--- src/hdl/wct_pkg.sv ---
// Package for the weighted curve tangent unit: operation and register codes,
// fixed field widths and the divider request and response types. No dependencies.
`default_nettype none

package wct_pkg;

    localparam logic OP_LOAD = 1'b0;
    localparam logic OP_EVAL = 1'b1;

    localparam logic [2:0] REG_CURVE_LENGTH = 3'd7;

    localparam int NUM_W  = 39;
    localparam int DEN_W  = 19;
    localparam int QUO_W  = 20;

    typedef struct packed {
        logic              valid;
        logic [NUM_W-1:0]  num;
        logic [DEN_W-1:0]  den;
    } div_req_t;

    typedef struct packed {
        logic              done;
        logic [QUO_W-1:0]  quo;
    } div_rsp_t;

endpackage

`default_nettype wire

--- src/hdl/wct_div.sv ---
// Restoring divider, one quotient bit per cycle, for the weighted means.
// Depends on wct_pkg. Quotient must fit in QUO_W bits.
`default_nettype none

module wct_div
    import wct_pkg::*;
(
    input  wire logic     clk,
    input  wire logic     rst_n,
    input  wire div_req_t req,
    output div_rsp_t      rsp
);

    logic [DEN_W-1:0] rem_reg;
    logic [QUO_W-1:0] low_reg;
    logic [QUO_W-1:0] quo_reg;
    logic [DEN_W-1:0] den_reg;
    logic [4:0]       cnt_reg;
    logic             run_reg;
    logic             done_reg;
    logic [DEN_W:0]   trial;

    assign trial = {rem_reg, low_reg[QUO_W-1]};

    always_ff @(posedge clk or negedge rst_n)
    begin
        if (!rst_n)
        begin
            run_reg  <= 1'b0;
            done_reg <= 1'b0;
            cnt_reg  <= '0;
            rem_reg  <= '0;
            low_reg  <= '0;
            quo_reg  <= '0;
            den_reg  <= '0;
        end
        else
        begin
            done_reg <= 1'b0;
            if (req.valid)
            begin
                rem_reg <= req.num[NUM_W-1:QUO_W];
                low_reg <= req.num[QUO_W-1:0];
                den_reg <= req.den;
                cnt_reg <= 5'(QUO_W);
                run_reg <= 1'b1;
            end
            else if (run_reg)
            begin
                if (trial >= {1'b0, den_reg})
                begin
                    rem_reg <= DEN_W'(trial - {1'b0, den_reg});
                    quo_reg <= {quo_reg[QUO_W-2:0], 1'b1};
                end
                else
                begin
                    rem_reg <= trial[DEN_W-1:0];
                    quo_reg <= {quo_reg[QUO_W-2:0], 1'b0};
                end
                low_reg <= {low_reg[QUO_W-2:0], 1'b0};
                cnt_reg <= cnt_reg - 5'd1;
                if (cnt_reg == 5'd1)
                begin
                    run_reg  <= 1'b0;
                    done_reg <= 1'b1;
                end
            end
        end
    end

    assign rsp.done = done_reg;
    assign rsp.quo  = quo_reg;

endmodule

`default_nettype wire

--- config.mk ---
export PLATFORM = sky130hd
export DESIGN_NAME = wct_div
export DESIGN_NICKNAME = d
export VERILOG_FILES = /design/src/hdl/wct_pkg.sv /design/src/hdl/wct_div.sv
export SDC_FILE = /design/constraint.sdc
export NUM_CORES = 1
export LEC_CHECK = 0
export BUFFER_PORTS_ARGS = -buffer_cell sky130_fd_sc_hd__buf_2
export CAP_MARGIN = 15
export CORE_MARGIN = 10
export CORE_UTILIZATION = 55
export DETAILED_ROUTE_END_ITERATION = 10
export GPL_ROUTABILITY_DRIVEN = 1
export PLACE_DENSITY = 0.79
export SYNTH_ARGS = -nofsm -noshare
export SYNTH_HDL_FRONTEND = slang
export SYNTH_SLANG_ARGS = --single-unit
--- constraint.sdc ---
create_clock -name clk -period 2.6 [get_ports clk]
set_input_delay 0.13 -clock clk [delete_from_list [all_inputs] [get_ports clk]]
set_output_delay 0.13 -clock clk [all_outputs]
set_load 0.05 [all_outputs]
# Yosys cells after proc, flatten, opt, wreduce, memory -nomap -nowiden
# Index checks and enable logic that the tools add are counted.
[word_totals] regBits=85 output_inout_bits=21 wordCells=28
[classes] n_bitwise=1 magnitude_cmp=1 n_eq_ne=1 muxes=14 reduce_logical=2 n_addsub=2
[ops] op="2-to-1 mux 19 bit" n=3
[ops] op="2-to-1 mux 20 bit" n=2
[ops] op="greater-or-equal comparator 20 x 19 -> 1 bit" n=1
[ops] op="subtractor 19 bit" n=1
[ops] op="2-to-1 mux 5 bit" n=2
[ops] op="2-to-1 mux 1 bit" n=7
[ops] op="equality test 5 x 1 -> 1 bit (second input constant)" n=1
[ops] op="subtractor 5 x 1 -> 5 bit (second input constant)" n=1
[ops] op="AND reduction 2 bit" n=1
[ops] op="nonzero test 2 bit" n=1
[ops] op="NOT 1 bit" n=1

# Depth between registers and ports, before layout
# Gate-level depths: netlist of the first run.
[logic_depth] ltp_word=4 depth_mapped=11 ltp_nobuf=10

# Worst setup path after synthesis of the first run
# Ideal clock, no wire load.
[synth_path] path_kind="register -> register" from="reg low_reg[19]" to="reg rem_reg[2]" arrival_ns=2.282 setup_slack_ns=0.183 setup_ns=0.135 required_ns=2.465 path_stages_with_launch=12 cell_sequence="dfrtp_1 > inv_1 > ha_1 > fa_1 > nor2b_1 > o31a_1 > o21ai_2 > a221oi_4 > or2_4 > buf_12 > mux2i_1 > o21ai_1"
[synth_via] elab_chain_cells=4
[synth_rtl] element="from (decl)" line="wct_div.sv:15" rtl="logic [QUO_W-1:0] low_reg;"
[synth_rtl] element="from (signal assigned)" line="wct_div.sv:43" rtl="low_reg <= req.num[QUO_W-1:0];"
[synth_rtl] element="from (signal assigned)" line="wct_div.sv:60" rtl="low_reg <= {low_reg[QUO_W-2:0], 1'b0};"
[synth_rtl] element="subtractor 19 bit / greater-or-equal comparator 20 x 19 -> 1 bit (equally long branches)" line="wct_div.sv:52, wct_div.sv:50"
[synth_rtl] element="2-to-1 mux 19 bit (*)" line="wct_div.sv:50" rtl="if (trial >= {1'b0, den_reg})"
[synth_rtl] element="2-to-1 mux 19 bit (*)" line="wct_div.sv:48" rtl="else if (run_reg)"
[synth_rtl] element="2-to-1 mux 19 bit (*)" line="wct_div.sv:40" rtl="if (req.valid)"
[synth_rtl] element="to (signal assigned)" line="wct_div.sv:42" rtl="rem_reg <= req.num[NUM_W-1:QUO_W];"
[synth_rtl] element="to (signal assigned)" line="wct_div.sv:52" rtl="rem_reg <= DEN_W'(trial - {1'b0, den_reg});"
[synth_rtl] element="to (signal assigned)" line="wct_div.sv:57" rtl="rem_reg <= trial[DEN_W-1:0];"
[synth_rtl] element="to (decl)" line="wct_div.sv:14" rtl="logic [DEN_W-1:0] rem_reg;"
# Mark *: on every way between the ends. The rest lies on a longest branch, timed or not. The select of a mux whose other input is x is not followed.
# A chain may end at the register's enable or synchronous reset.

# Final worst setup path of the first run
[layout_path] from="reg den_reg[0]" to="reg rem_reg[1]"
[layout_via] elab_chain_cells=4
[layout_rtl] element="from (decl)" line="wct_div.sv:17" rtl="logic [DEN_W-1:0] den_reg;"
[layout_rtl] element="from (signal assigned)" line="wct_div.sv:44" rtl="den_reg <= req.den;"
[layout_rtl] element="subtractor 19 bit / greater-or-equal comparator 20 x 19 -> 1 bit (equally long branches)" line="wct_div.sv:52, wct_div.sv:50"
[layout_rtl] element="2-to-1 mux 19 bit (*)" line="wct_div.sv:50"
[layout_rtl] element="2-to-1 mux 19 bit (*)" line="wct_div.sv:48"
[layout_rtl] element="2-to-1 mux 19 bit (*)" line="wct_div.sv:40"
# Marks and branches as above.

==> impl_results.html, run 1 <==
<table>
<tr><th>Metric</th><th>Value</th></tr>
<tr><th colspan="2">Die</th></tr>
<tr><td>Placeable Area</td><td>just over 0.008 sq mm</td></tr>
<tr><td>Die Y-Extent</td><td>approximately 110 um</td></tr>
<tr><td>Number of standard-cell rows in the floorplan</td><td>33</td></tr>
<tr><td>Initial core utilization</td><td>0.5702</td></tr>
<tr><td>Die span in x</td><td>roughly 110 um</td></tr>
<tr><td>Area of the die</td><td>approximately 0.013 sq mm</td></tr>
<tr><td>Number of ports placed on the die boundary</td><td>82</td></tr>
<tr><th colspan="2">Setup path</th></tr>
<tr><td>Worst setup startpoint</td><td>den_reg[0]</td></tr>
<tr><td>Cell breakdown of the critical path</td><td>ha_2, fa_2, nor2b_2, o31a_1, o21ai_4, a221oi_4, or2_4, buf_6, a211oi_1, a211o_1</td></tr>
<tr><td>Required time of the critical path</td><td>around 2.9 ns</td></tr>
<tr><td>Reg2Reg Capture Point</td><td>rem_reg[1]</td></tr>
<tr><td>Biggest cell delay along the critical path</td><td>approximately 0.4 ns</td></tr>
<tr><td>Setup crit end kind</td><td>register</td></tr>
<tr><td>Start-to-end type of the worst setup path</td><td>reg -&gt; reg</td></tr>
<tr><td>Setup slack of the most critical reg-to-reg path</td><td>0.11 ns</td></tr>
<tr><td>Worst path bufs/invs</td><td>1</td></tr>
<tr><td>CP max FO</td><td>6</td></tr>
<tr><td>CP Capture Point</td><td>rem_reg[1]</td></tr>
<tr><td>Reg2Reg Depth</td><td>10</td></tr>
<tr><td>Largest delay contributor family on the critical path</td><td>compound AO/OA/AOI/OAI gates</td></tr>
<tr><td>Startpoint of the lowest-slack register-to-register path</td><td>den_reg[0]</td></tr>
<tr><td>CP Launch Type</td><td>register</td></tr>
<tr><td>Worst path depth</td><td>10</td></tr>
<tr><td>Arrival time reported for the critical path endpoint</td><td>~2.7 ns</td></tr>
<tr><td>Critical Path Slowest Stage Cell</td><td>sky130_fd_sc_hd__dfrtp_1</td></tr>
<tr><th colspan="2">Global routing</th></tr>
<tr><td>Number of antenna violations at the first check in global routing</td><td>0</td></tr>
<tr><td>Final global-route overflow total</td><td>0</td></tr>
<tr><td>Wire length of the first global-routing pass</td><td>20870 um</td></tr>
<tr><td>Overall global routing resource usage</td><td>0.1955</td></tr>
<tr><td>Vias in the first global route</td><td>~4400</td></tr>
<tr><td>Pin count of the biggest net entering global routing</td><td>between 60 and 70</td></tr>
<tr><th colspan="2">Pwr</th></tr>
<tr><td>LEAKAGE</td><td>slightly below 3 nW</td></tr>
<tr><td>Sw Pwr</td><td>between 0.002 and 0.003 W</td></tr>
<tr><td>Gate power share</td><td>0.537</td></tr>
<tr><td>Reg power frac</td><td>0.304</td></tr>
<tr><td>Switching fraction of total power</td><td>0.4477</td></tr>
<tr><td>Peak supply drop</td><td>~1.2 mV</td></tr>
<tr><td>Internal power</td><td>between 0.003 and 0.004 W</td></tr>
<tr><td>Power per cell area</td><td>between 1000 and 1500 mW/mm^2</td></tr>
<tr><td>Clock power frac</td><td>0.159</td></tr>
<tr><th colspan="2">Placement</th></tr>
<tr><td>Post-placement cell count</td><td>~660</td></tr>
<tr><td>Final HPWL from detailed placement</td><td>8004 um</td></tr>
<tr><td>Port bufs</td><td>81</td></tr>
<tr><td>Final RePlAce weighted congestion</td><td>around 0.90</td></tr>
<tr><th colspan="2">STA</th></tr>
<tr><td>Final worst hold slack</td><td>between 0.008 and 0.009 ns</td></tr>
<tr><td>Measured slew at the worst slew-check pin</td><td>around 0.75 ns</td></tr>
<tr><td>Slew headroom</td><td>0.4969</td></tr>
<tr><td>Max-slew violation count</td><td>0</td></tr>
<tr><td>Fmax</td><td>around 0.40 GHz</td></tr>
<tr><td>Clock tree skew after final layout</td><td>between 0.01 and 0.015 ns</td></tr>
<tr><td>Crit share post-route</td><td>0.9596</td></tr>
<tr><td>Hold Violations, Final</td><td>0</td></tr>
<tr><td>Sum Neg Setup Slack</td><td>0 ns</td></tr>
<tr><td>Number of setup violations in the final report</td><td>0</td></tr>
<tr><td>Min Clock Period, post-route</td><td>about 2.5 ns</td></tr>
<tr><th colspan="2">Final layout</th></tr>
<tr><td>Core utilization of the finished layout</td><td>0.7361</td></tr>
<tr><td>ANT cells</td><td>0</td></tr>
<tr><td>Share of layout cells above drive strength 1</td><td>0.2544</td></tr>
<tr><td>Layout-stage area growth over the synthesis result</td><td>29.10%</td></tr>
<tr><td>Filler-free cell count of the finished design</td><td>730</td></tr>
<tr><td>Layout net count</td><td>between 700 and 800</td></tr>
<tr><th colspan="2">Yosys</th></tr>
<tr><td>Synthesized area per cell</td><td>9.788 sq um</td></tr>
<tr><td>Portion of synthesized cell area occupied by the leading cell type</td><td>0.4518</td></tr>
<tr><td>Async S/R FF share, synth</td><td>1.000</td></tr>
<tr><td>EDFF count, synth</td><td>0</td></tr>
<tr><td>Sequential-to-total area share from yosys stat</td><td>0.4518</td></tr>
<tr><td>Number of distinct library cells after synthesis</td><td>between 50 and 60</td></tr>
<tr><td>Yosys top cell by area</td><td>sky130_fd_sc_hd__dfrtp_1</td></tr>
<tr><td>Most area-consuming cells after synthesis</td><td>sky130_fd_sc_hd__dfrtp_1 (45%), sky130_fd_sc_hd__ha_1 (5.6%), sky130_fd_sc_hd__mux2i_1 (5.5%), sky130_fd_sc_hd__o21ai_0 (5.3%), sky130_fd_sc_hd__nand2_1 (4.9%)</td></tr>
<tr><td>Cell area after technology mapping</td><td>0.004708 sq mm</td></tr>
<tr><td>Most frequent cell after synthesis</td><td>sky130_fd_sc_hd__dfrtp_1</td></tr>
<tr><td>Synth Instances</td><td>481</td></tr>
<tr><td>Synth Warn #</td><td>0</td></tr>
<tr><td>Most used standard cells in the synthesized netlist</td><td>sky130_fd_sc_hd__dfrtp_1 (85), sky130_fd_sc_hd__nand2_1 (61), sky130_fd_sc_hd__o21ai_0 (50)</td></tr>
<tr><td>Commonest register cell after synthesis</td><td>sky130_fd_sc_hd__dfrtp_1</td></tr>
<tr><td>Syn nets</td><td>564</td></tr>
<tr><td>Number of synthesized register bits</td><td>between 80 and 90</td></tr>
<tr><th colspan="2">Drt</th></tr>
<tr><td>Antenna Nets Post-Route</td><td>0</td></tr>
<tr><td>DRC marker count from the first detailed-route iteration</td><td>about 290</td></tr>
<tr><td>Routed Wire Length</td><td>12340 um</td></tr>
<tr><td>Residual DRC count</td><td>0</td></tr>
<tr><td>Per-cell via count in the routed design</td><td>5.645</td></tr>
<tr><td>Drt pass-1 iters</td><td>4</td></tr>
<tr><td>Vias after detailed routing</td><td>4121</td></tr>
<tr><td>Routed wire length per instance</td><td>roughly 17 um</td></tr>
<tr><th colspan="2">Clocking</th></tr>
<tr><td>Maximum level of the CTS H-tree</td><td>3</td></tr>
<tr><td>Clock Sinks</td><td>85</td></tr>
<tr><td>Maximum clock insertion buffer count</td><td>2</td></tr>
<tr><td>Clock transition at the registers of the reported paths</td><td>~0.09 ns</td></tr>
<tr><td>CTS tree</td><td>yes</td></tr>
<tr><td>Clk Tree Root Cell</td><td>sky130_fd_sc_hd__clkbuf_8</td></tr>
<tr><td>Source-to-sink clock delay at the later pin of the worst-skew pair</td><td>about 0.36 ns</td></tr>
<tr><td>CTS buffer count</td><td>9</td></tr>
<tr><th colspan="2">Job</th></tr>
<tr><td>Max capacitance violation total</td><td>0</td></tr>
<tr><th colspan="2">Hold path</th></tr>
<tr><td>Type of the tightest min-delay check</td><td>in -&gt; reg</td></tr>
<tr><th colspan="2">Run status</th></tr>
<tr><td>Run status</td><td>completed</td></tr>
</table>
==> metal layers <==
layer	track usage	routed length, um
met5	0	0
met4	0.06430	264
met3	0.05698	827
met2	0.3299	5961
met1	0.2337	5282
==> worst min-delay path by stage <==
stage	start	to	slack [ns]	depth (start not counted)
CTS	req[43]	rem_reg[4]	0.0008	3
global placement	rst_n	den_reg[7]	0.25	1
detailed placement	rst_n	den_reg[7]	0.25	1
finish	req[43]	rem_reg[4]	0.008	3
global route	req[43]	rem_reg[4]	0.006	3
floorplan	rst_n	cnt_reg[0]	-0.17	0
==> power by group through the flow <==
stage          logic (W)  registers [W]  clock network [W]
2_1_floorplan    0.00192        0.00246                  0
4_1_cts          0.00330        0.00195            0.00103
6_report         0.00349        0.00197            0.00103
3_3_place_gp     0.00317        0.00195                  0
3_5_place_dp     0.00322        0.00197                  0
5_1_grt          0.00379        0.00202            0.00109
==> through the flow <==
| step | instance area (sq um) | setup WS (ns) | total power [W] |
|---|---|---|---|
| 2_1_floorplan | 4708 | 0.1829 | 0.004380 |
| 3_3_place_gp | 5273 | 0.1156 | 0.005116 |
| 3_5_place_dp | 5273 | 0.02149 | 0.005187 |
| 4_1_cts | 5989 | 0.01496 | 0.006279 |
| 5_1_grt | 6078 | -0.003382 | 0.006900 |
| 6_report | 6078 | 0.1051 | 0.006492 |
==> final cells by class <==
type | count | area (sq um)
Clock buffer | 10 | 137.6
Clock inverter | 6 | 78.83
Fill cell | 590 | 2180
Inverter | 25 | 93.84
Multi-Input combinational cell | 346 | 2421
Sequential cell | 85 | 2128
Tap cell | 105 | 131.4
Timing Repair Buffer | 153 | 1087
==> what timing repair did <==
action / CTS / global route
buffers inserted: 0 / 3
setup endpoints to repair: 0 / 18
gates resized for setup: 0 / 16
hold endpoints to repair: 107 / 0
hold buffers: 50 / 0
==> cell usage in the layout (no fill, tap or decap), types with 7 or more instances in the layout <==
cell type and n:
sky130_fd_sc_hd__mux2_2 20, sky130_fd_sc_hd__nor2b_1 7, sky130_fd_sc_hd__a21oi_1 27, sky130_fd_sc_hd__clkbuf_8 10, sky130_fd_sc_hd__o21ai_0 50, sky130_fd_sc_hd__dfrtp_1 84, sky130_fd_sc_hd__inv_1 24, sky130_fd_sc_hd__o21a_1 10
sky130_fd_sc_hd__ha_1 19, sky130_fd_sc_hd__xnor2_1 8, sky130_fd_sc_hd__o21ai_1 10, sky130_fd_sc_hd__buf_2 79, sky130_fd_sc_hd__xor2_1 8, sky130_fd_sc_hd__dlygate4sd3_1 50, sky130_fd_sc_hd__nor3b_1 15, sky130_fd_sc_hd__buf_4 21
sky130_fd_sc_hd__nor2_1 20, sky130_fd_sc_hd__mux2i_1 26, sky130_fd_sc_hd__nand2_1 61
==> worst min-delay path, cell delays in order <==
cell	delay, ns
sky130_fd_sc_hd__buf_2	0.07
sky130_fd_sc_hd__a21oi_1	0.05
sky130_fd_sc_hd__o21ai_1	0.07
==> logic make-up after synthesis <==
group	count (synthesis)	share of synthesized area
and+or+nand+nor	126	0.1302
muxes	46	0.1031
adders and majority gates	22	0.06006
DFF	85	0.4518
AOI/OAI and AO/OA	136	0.1794
buffers and inverters	50	0.04571
xor gates and xnor gates	16	0.02976
(Power assumes the default switching activity.)
==> inputs of run 2 (changes only) <==
Settings changed: CORE_ASPECT_RATIO set to 1.1, CORE_UTILIZATION 55 to 56, PLACE_DENSITY 0.79 to 0.8.
==> impl_results.html, run 2 (synthesis results as in run 1) <==
<table>
<tr><th>Metric</th><th>Value</th></tr>
<tr><th colspan="2">Run status</th></tr>
<tr><td>Run status</td><td>completed</td></tr>
<tr><th colspan="2">Pwr</th></tr>
<tr><td>Internal power</td><td>0.003779 W (+5.4%)</td></tr>
<tr><td>Clock power frac</td><td>0.178 (+0.019)</td></tr>
<tr><td>LEAKAGE</td><td>2.907 nW (about the same)</td></tr>
<tr><td>Reg power frac</td><td>0.296 (-0.008)</td></tr>
<tr><td>Peak supply drop</td><td>1.078 mV (-9.4%)</td></tr>
<tr><td>Power per cell area</td><td>1087 mW/mm^2 (+1.7%)</td></tr>
<tr><td>Gate power share</td><td>0.526 (-0.011)</td></tr>
<tr><td>Sw Pwr</td><td>0.002842 W (-2.2%)</td></tr>
<tr><td>Switching fraction of total power</td><td>0.4293 (-0.01849)</td></tr>
<tr><th colspan="2">Drt</th></tr>
<tr><td>Drt pass-1 iters</td><td>4 (unchanged)</td></tr>
<tr><td>Antenna Nets Post-Route</td><td>0 (unchanged)</td></tr>
<tr><td>Residual DRC count</td><td>0 (unchanged)</td></tr>
<tr><td>Routed Wire Length</td><td>12070 um (-2.1%)</td></tr>
<tr><td>DRC marker count from the first detailed-route iteration</td><td>197 (-32%)</td></tr>
<tr><td>Routed wire length per instance</td><td>16.47 um (-2.5%)</td></tr>
<tr><td>Vias after detailed routing</td><td>4051 (-1.7%)</td></tr>
<tr><td>Per-cell via count in the routed design</td><td>5.527 (-2.1%)</td></tr>
<tr><th colspan="2">Placement</th></tr>
<tr><td>Final RePlAce weighted congestion</td><td>0.8995 (-0.51%)</td></tr>
<tr><td>Final HPWL from detailed placement</td><td>8098 um (+1.2%)</td></tr>
<tr><td>Port bufs</td><td>81 (unchanged)</td></tr>
<tr><th colspan="2">Final layout</th></tr>
<tr><td>ANT cells</td><td>0 (unchanged)</td></tr>
<tr><td>Final-layout fill cell count</td><td>594 (+0.68%)</td></tr>
<tr><td>Core utilization of the finished layout</td><td>0.7362 (about the same)</td></tr>
<tr><td>Layout net count</td><td>700 (-0.43%)</td></tr>
<tr><td>Share of layout cells above drive strength 1</td><td>0.2524 (-0.001988)</td></tr>
<tr><td>Layout-stage area growth over the synthesis result</td><td>29.42%</td></tr>
<tr><td>Leading cell type in the layout, fill and taps excluded</td><td>sky130_fd_sc_hd__dfrtp_1</td></tr>
<tr><td>Commonest cells after routing, fill and taps aside</td><td>sky130_fd_sc_hd__dfrtp_1 (84), sky130_fd_sc_hd__buf_2 (79), sky130_fd_sc_hd__nand2_1 (61)</td></tr>
<tr><th colspan="2">Setup path</th></tr>
<tr><td>Required time of the critical path</td><td>2.84 ns (about the same)</td></tr>
<tr><td>Start-to-end type of the worst setup path</td><td>reg -&gt; reg</td></tr>
<tr><td>Setup crit end kind</td><td>register</td></tr>
<tr><td>Reg2Reg Depth</td><td>8 (-2)</td></tr>
<tr><td>Startpoint of the lowest-slack register-to-register path</td><td>rem_reg[4]</td></tr>
<tr><td>CP Launch Type</td><td>register</td></tr>
<tr><td>Largest delay contributor family on the critical path</td><td>compound AO/OA/AOI/OAI gates</td></tr>
<tr><td>Reg2Reg Capture Point</td><td>rem_reg[15]</td></tr>
<tr><td>Worst path bufs/invs</td><td>0 (-1)</td></tr>
<tr><td>Cell breakdown of the critical path</td><td>ha_1, nand2_1, o21a_1, a211oi_1, or4b_1, nand3_1, o21a_1, o211ai_2</td></tr>
<tr><td>Biggest cell delay along the critical path</td><td>0.54 ns (+0.13 ns)</td></tr>
<tr><td>CP max FO</td><td>4 (-2)</td></tr>
<tr><td>Setup slack of the most critical reg-to-reg path</td><td>0.11 ns (about the same)</td></tr>
<tr><td>Critical Path Slowest Stage Cell</td><td>sky130_fd_sc_hd__or4b_1</td></tr>
<tr><td>Top cell by count, worst path</td><td>sky130_fd_sc_hd__o21a_1</td></tr>
<tr><td>Arrival time reported for the critical path endpoint</td><td>2.73 ns (about the same)</td></tr>
<tr><th colspan="2">STA</th></tr>
<tr><td>Measured slew at the worst slew-check pin</td><td>1.055 ns (+0.3001 ns)</td></tr>
<tr><td>Number of setup violations in the final report</td><td>0 (unchanged)</td></tr>
<tr><td>Min Clock Period, post-route</td><td>2.488 ns (-0.006685 ns)</td></tr>
<tr><td>Clock tree skew after final layout</td><td>0.01591 ns (+0.003766 ns)</td></tr>
<tr><td>Max-slew violation count</td><td>0 (unchanged)</td></tr>
<tr><td>Unrepaired setup endpoints after global routing</td><td>true</td></tr>
<tr><td>Slew headroom</td><td>0.2969 (-0.2000)</td></tr>
<tr><td>Hold Violations, Final</td><td>0 (unchanged)</td></tr>
<tr><td>Fmax</td><td>0.4019 GHz (+0.27%)</td></tr>
<tr><td>Sum Neg Setup Slack</td><td>0 ns (unchanged)</td></tr>
<tr><td>Crit share post-route</td><td>0.9570 (-0.002571)</td></tr>
<tr><th colspan="2">Clocking</th></tr>
<tr><td>CTS tree</td><td>yes</td></tr>
<tr><td>Maximum clock insertion buffer count</td><td>2 (unchanged)</td></tr>
<tr><td>Clk Tree Root Cell</td><td>sky130_fd_sc_hd__clkbuf_8</td></tr>
<tr><td>Source-to-sink clock delay at the later pin of the worst-skew pair</td><td>0.36 ns (about the same)</td></tr>
<tr><td>Maximum level of the CTS H-tree</td><td>3 (unchanged)</td></tr>
<tr><td>Clock transition at the registers of the reported paths</td><td>0.10 ns (about the same)</td></tr>
<tr><td>Clock Sinks</td><td>85 (unchanged)</td></tr>
<tr><td>CTS buffer count</td><td>9 (unchanged)</td></tr>
<tr><th colspan="2">Global routing</th></tr>
<tr><td>Pin count of the biggest net entering global routing</td><td>122 (+100%)</td></tr>
<tr><td>Final global-route overflow total</td><td>0 (unchanged)</td></tr>
<tr><td>Overall global routing resource usage</td><td>0.1984 (+0.002840)</td></tr>
<tr><td>Number of antenna violations at the first check in global routing</td><td>0 (unchanged)</td></tr>
<tr><td>Vias in the first global route</td><td>4237 (-3.3%)</td></tr>
<tr><td>Wire length of the first global-routing pass</td><td>20190 um (-3.2%)</td></tr>
<tr><th colspan="2">Hold path</th></tr>
<tr><td>Min-Delay Startpoint</td><td>req[52]</td></tr>
<tr><td>Hold Crit Depth</td><td>3 (unchanged)</td></tr>
<tr><td>Terminating pin of the worst hold path</td><td>rem_reg[13]</td></tr>
<tr><td>Type of the tightest min-delay check</td><td>in -&gt; reg</td></tr>
<tr><th colspan="2">Die</th></tr>
<tr><td>Die Y-Extent</td><td>116.2 um (+3.2%)</td></tr>
<tr><td>Initial core utilization</td><td>0.5689 (-0.001293)</td></tr>
<tr><td>Area of the die</td><td>0.01248 sq mm (-1.4%)</td></tr>
<tr><td>Die span in x</td><td>107.4 um (-4.5%)</td></tr>
<tr><td>Placeable Area</td><td>0.008277 sq mm (+0.23%)</td></tr>
<tr><td>Number of standard-cell rows in the floorplan</td><td>35 (+6.1%)</td></tr>
<tr><td>Number of ports placed on the die boundary</td><td>82 (unchanged)</td></tr>
<tr><th colspan="2">Job</th></tr>
<tr><td>Max capacitance violation total</td><td>0 (unchanged)</td></tr>
</table>
[run 2: per-layer routing]
metal / vias up / wire (um) / track usage
li1: 1961 / - / -
met1: 1952 / 5275 / 0.2497
met2: 116 / 5819 / 0.3231
met3: 22 / 730 / 0.05243
met4: 0 / 247 / 0.06952
met5: - / 0 / 0
[run 2: worst max path at each step]
stage                      from          end  slack [ns]  cells after the start
floorplan           low_reg[19]   rem_reg[2]        0.18                     11
global placement    low_reg[19]  rem_reg[11]        0.09                     10
detailed placement  low_reg[19]  rem_reg[11]        0.03                     10
CTS                 low_reg[19]   rem_reg[6]        0.04                     11
global route        low_reg[19]  rem_reg[14]       -0.01                     11
finish               rem_reg[4]  rem_reg[15]        0.11                      8
[run 2: final cells by class]
cell class / instances / area, sq um / area share
Multi-Input combinational cell: 346 / 2424 / 0.3977
Sequential cell: 85 / 2128 / 0.3493
Timing Repair Buffer: 150 / 1055 / 0.1731
Tap cell: 111 / 138.9 / 0.02279
Clock buffer: 10 / 137.6 / 0.02259
Clock inverter: 6 / 116.4 / 0.01910
Inverter: 25 / 93.84 / 0.01540
[run 2: power by group through the flow]
stage / Combinational [W] / Clock, W / Sequential (W)
after floorplan: 0.00192 / 0 / 0.00246
after global placement: 0.00321 / 0 / 0.00195
after detailed placement: 0.00326 / 0 / 0.00197
after CTS: 0.00334 / 0.00120 / 0.00195
after global routing: 0.00379 / 0.00125 / 0.00201
final: 0.00348 / 0.00118 / 0.00196
[run 2: worst min-delay path: cells and delay by family]
family,cells,cell delay (ns)
buffers and inverters,1,0.08
AOI/OAI and AO/OA,1,0.06
and+or+nand+nor,1,0.06
[run 2: stage by stage]
| step | setup WS (ns) | cell area (sq um) | hold WS (ns) | power [W] | instances |
|---|---|---|---|---|---|
| 2_1_floorplan | 0.1829 | 4708 | -0.1656 | 0.004380 | 481 |
| 3_3_place_gp | 0.08987 | 5273 | 0.2391 | 0.005153 | 666 |
| 3_5_place_dp | 0.02541 | 5273 | 0.2501 | 0.005223 | 666 |
| 4_1_cts | 0.03814 | 6020 | 0.006113 | 0.006484 | 731 |
| 5_1_grt | -0.009705 | 6093 | 0.01919 | 0.007059 | 733 |
| 6_report | 0.1118 | 6093 | 0.01064 | 0.006621 | 733 |
[run 2: what timing repair did]
| action | in CTS | in global routing |
|---|---|---|
| buffers inserted | 0 | 2 |
| pin swaps | 0 | 2 |
| hold buffers | 49 | 0 |
| hold endpoints to repair | 105 | 0 |
| setup endpoints to repair | 1 | 13 |
| resized for setup | 1 | 11 |
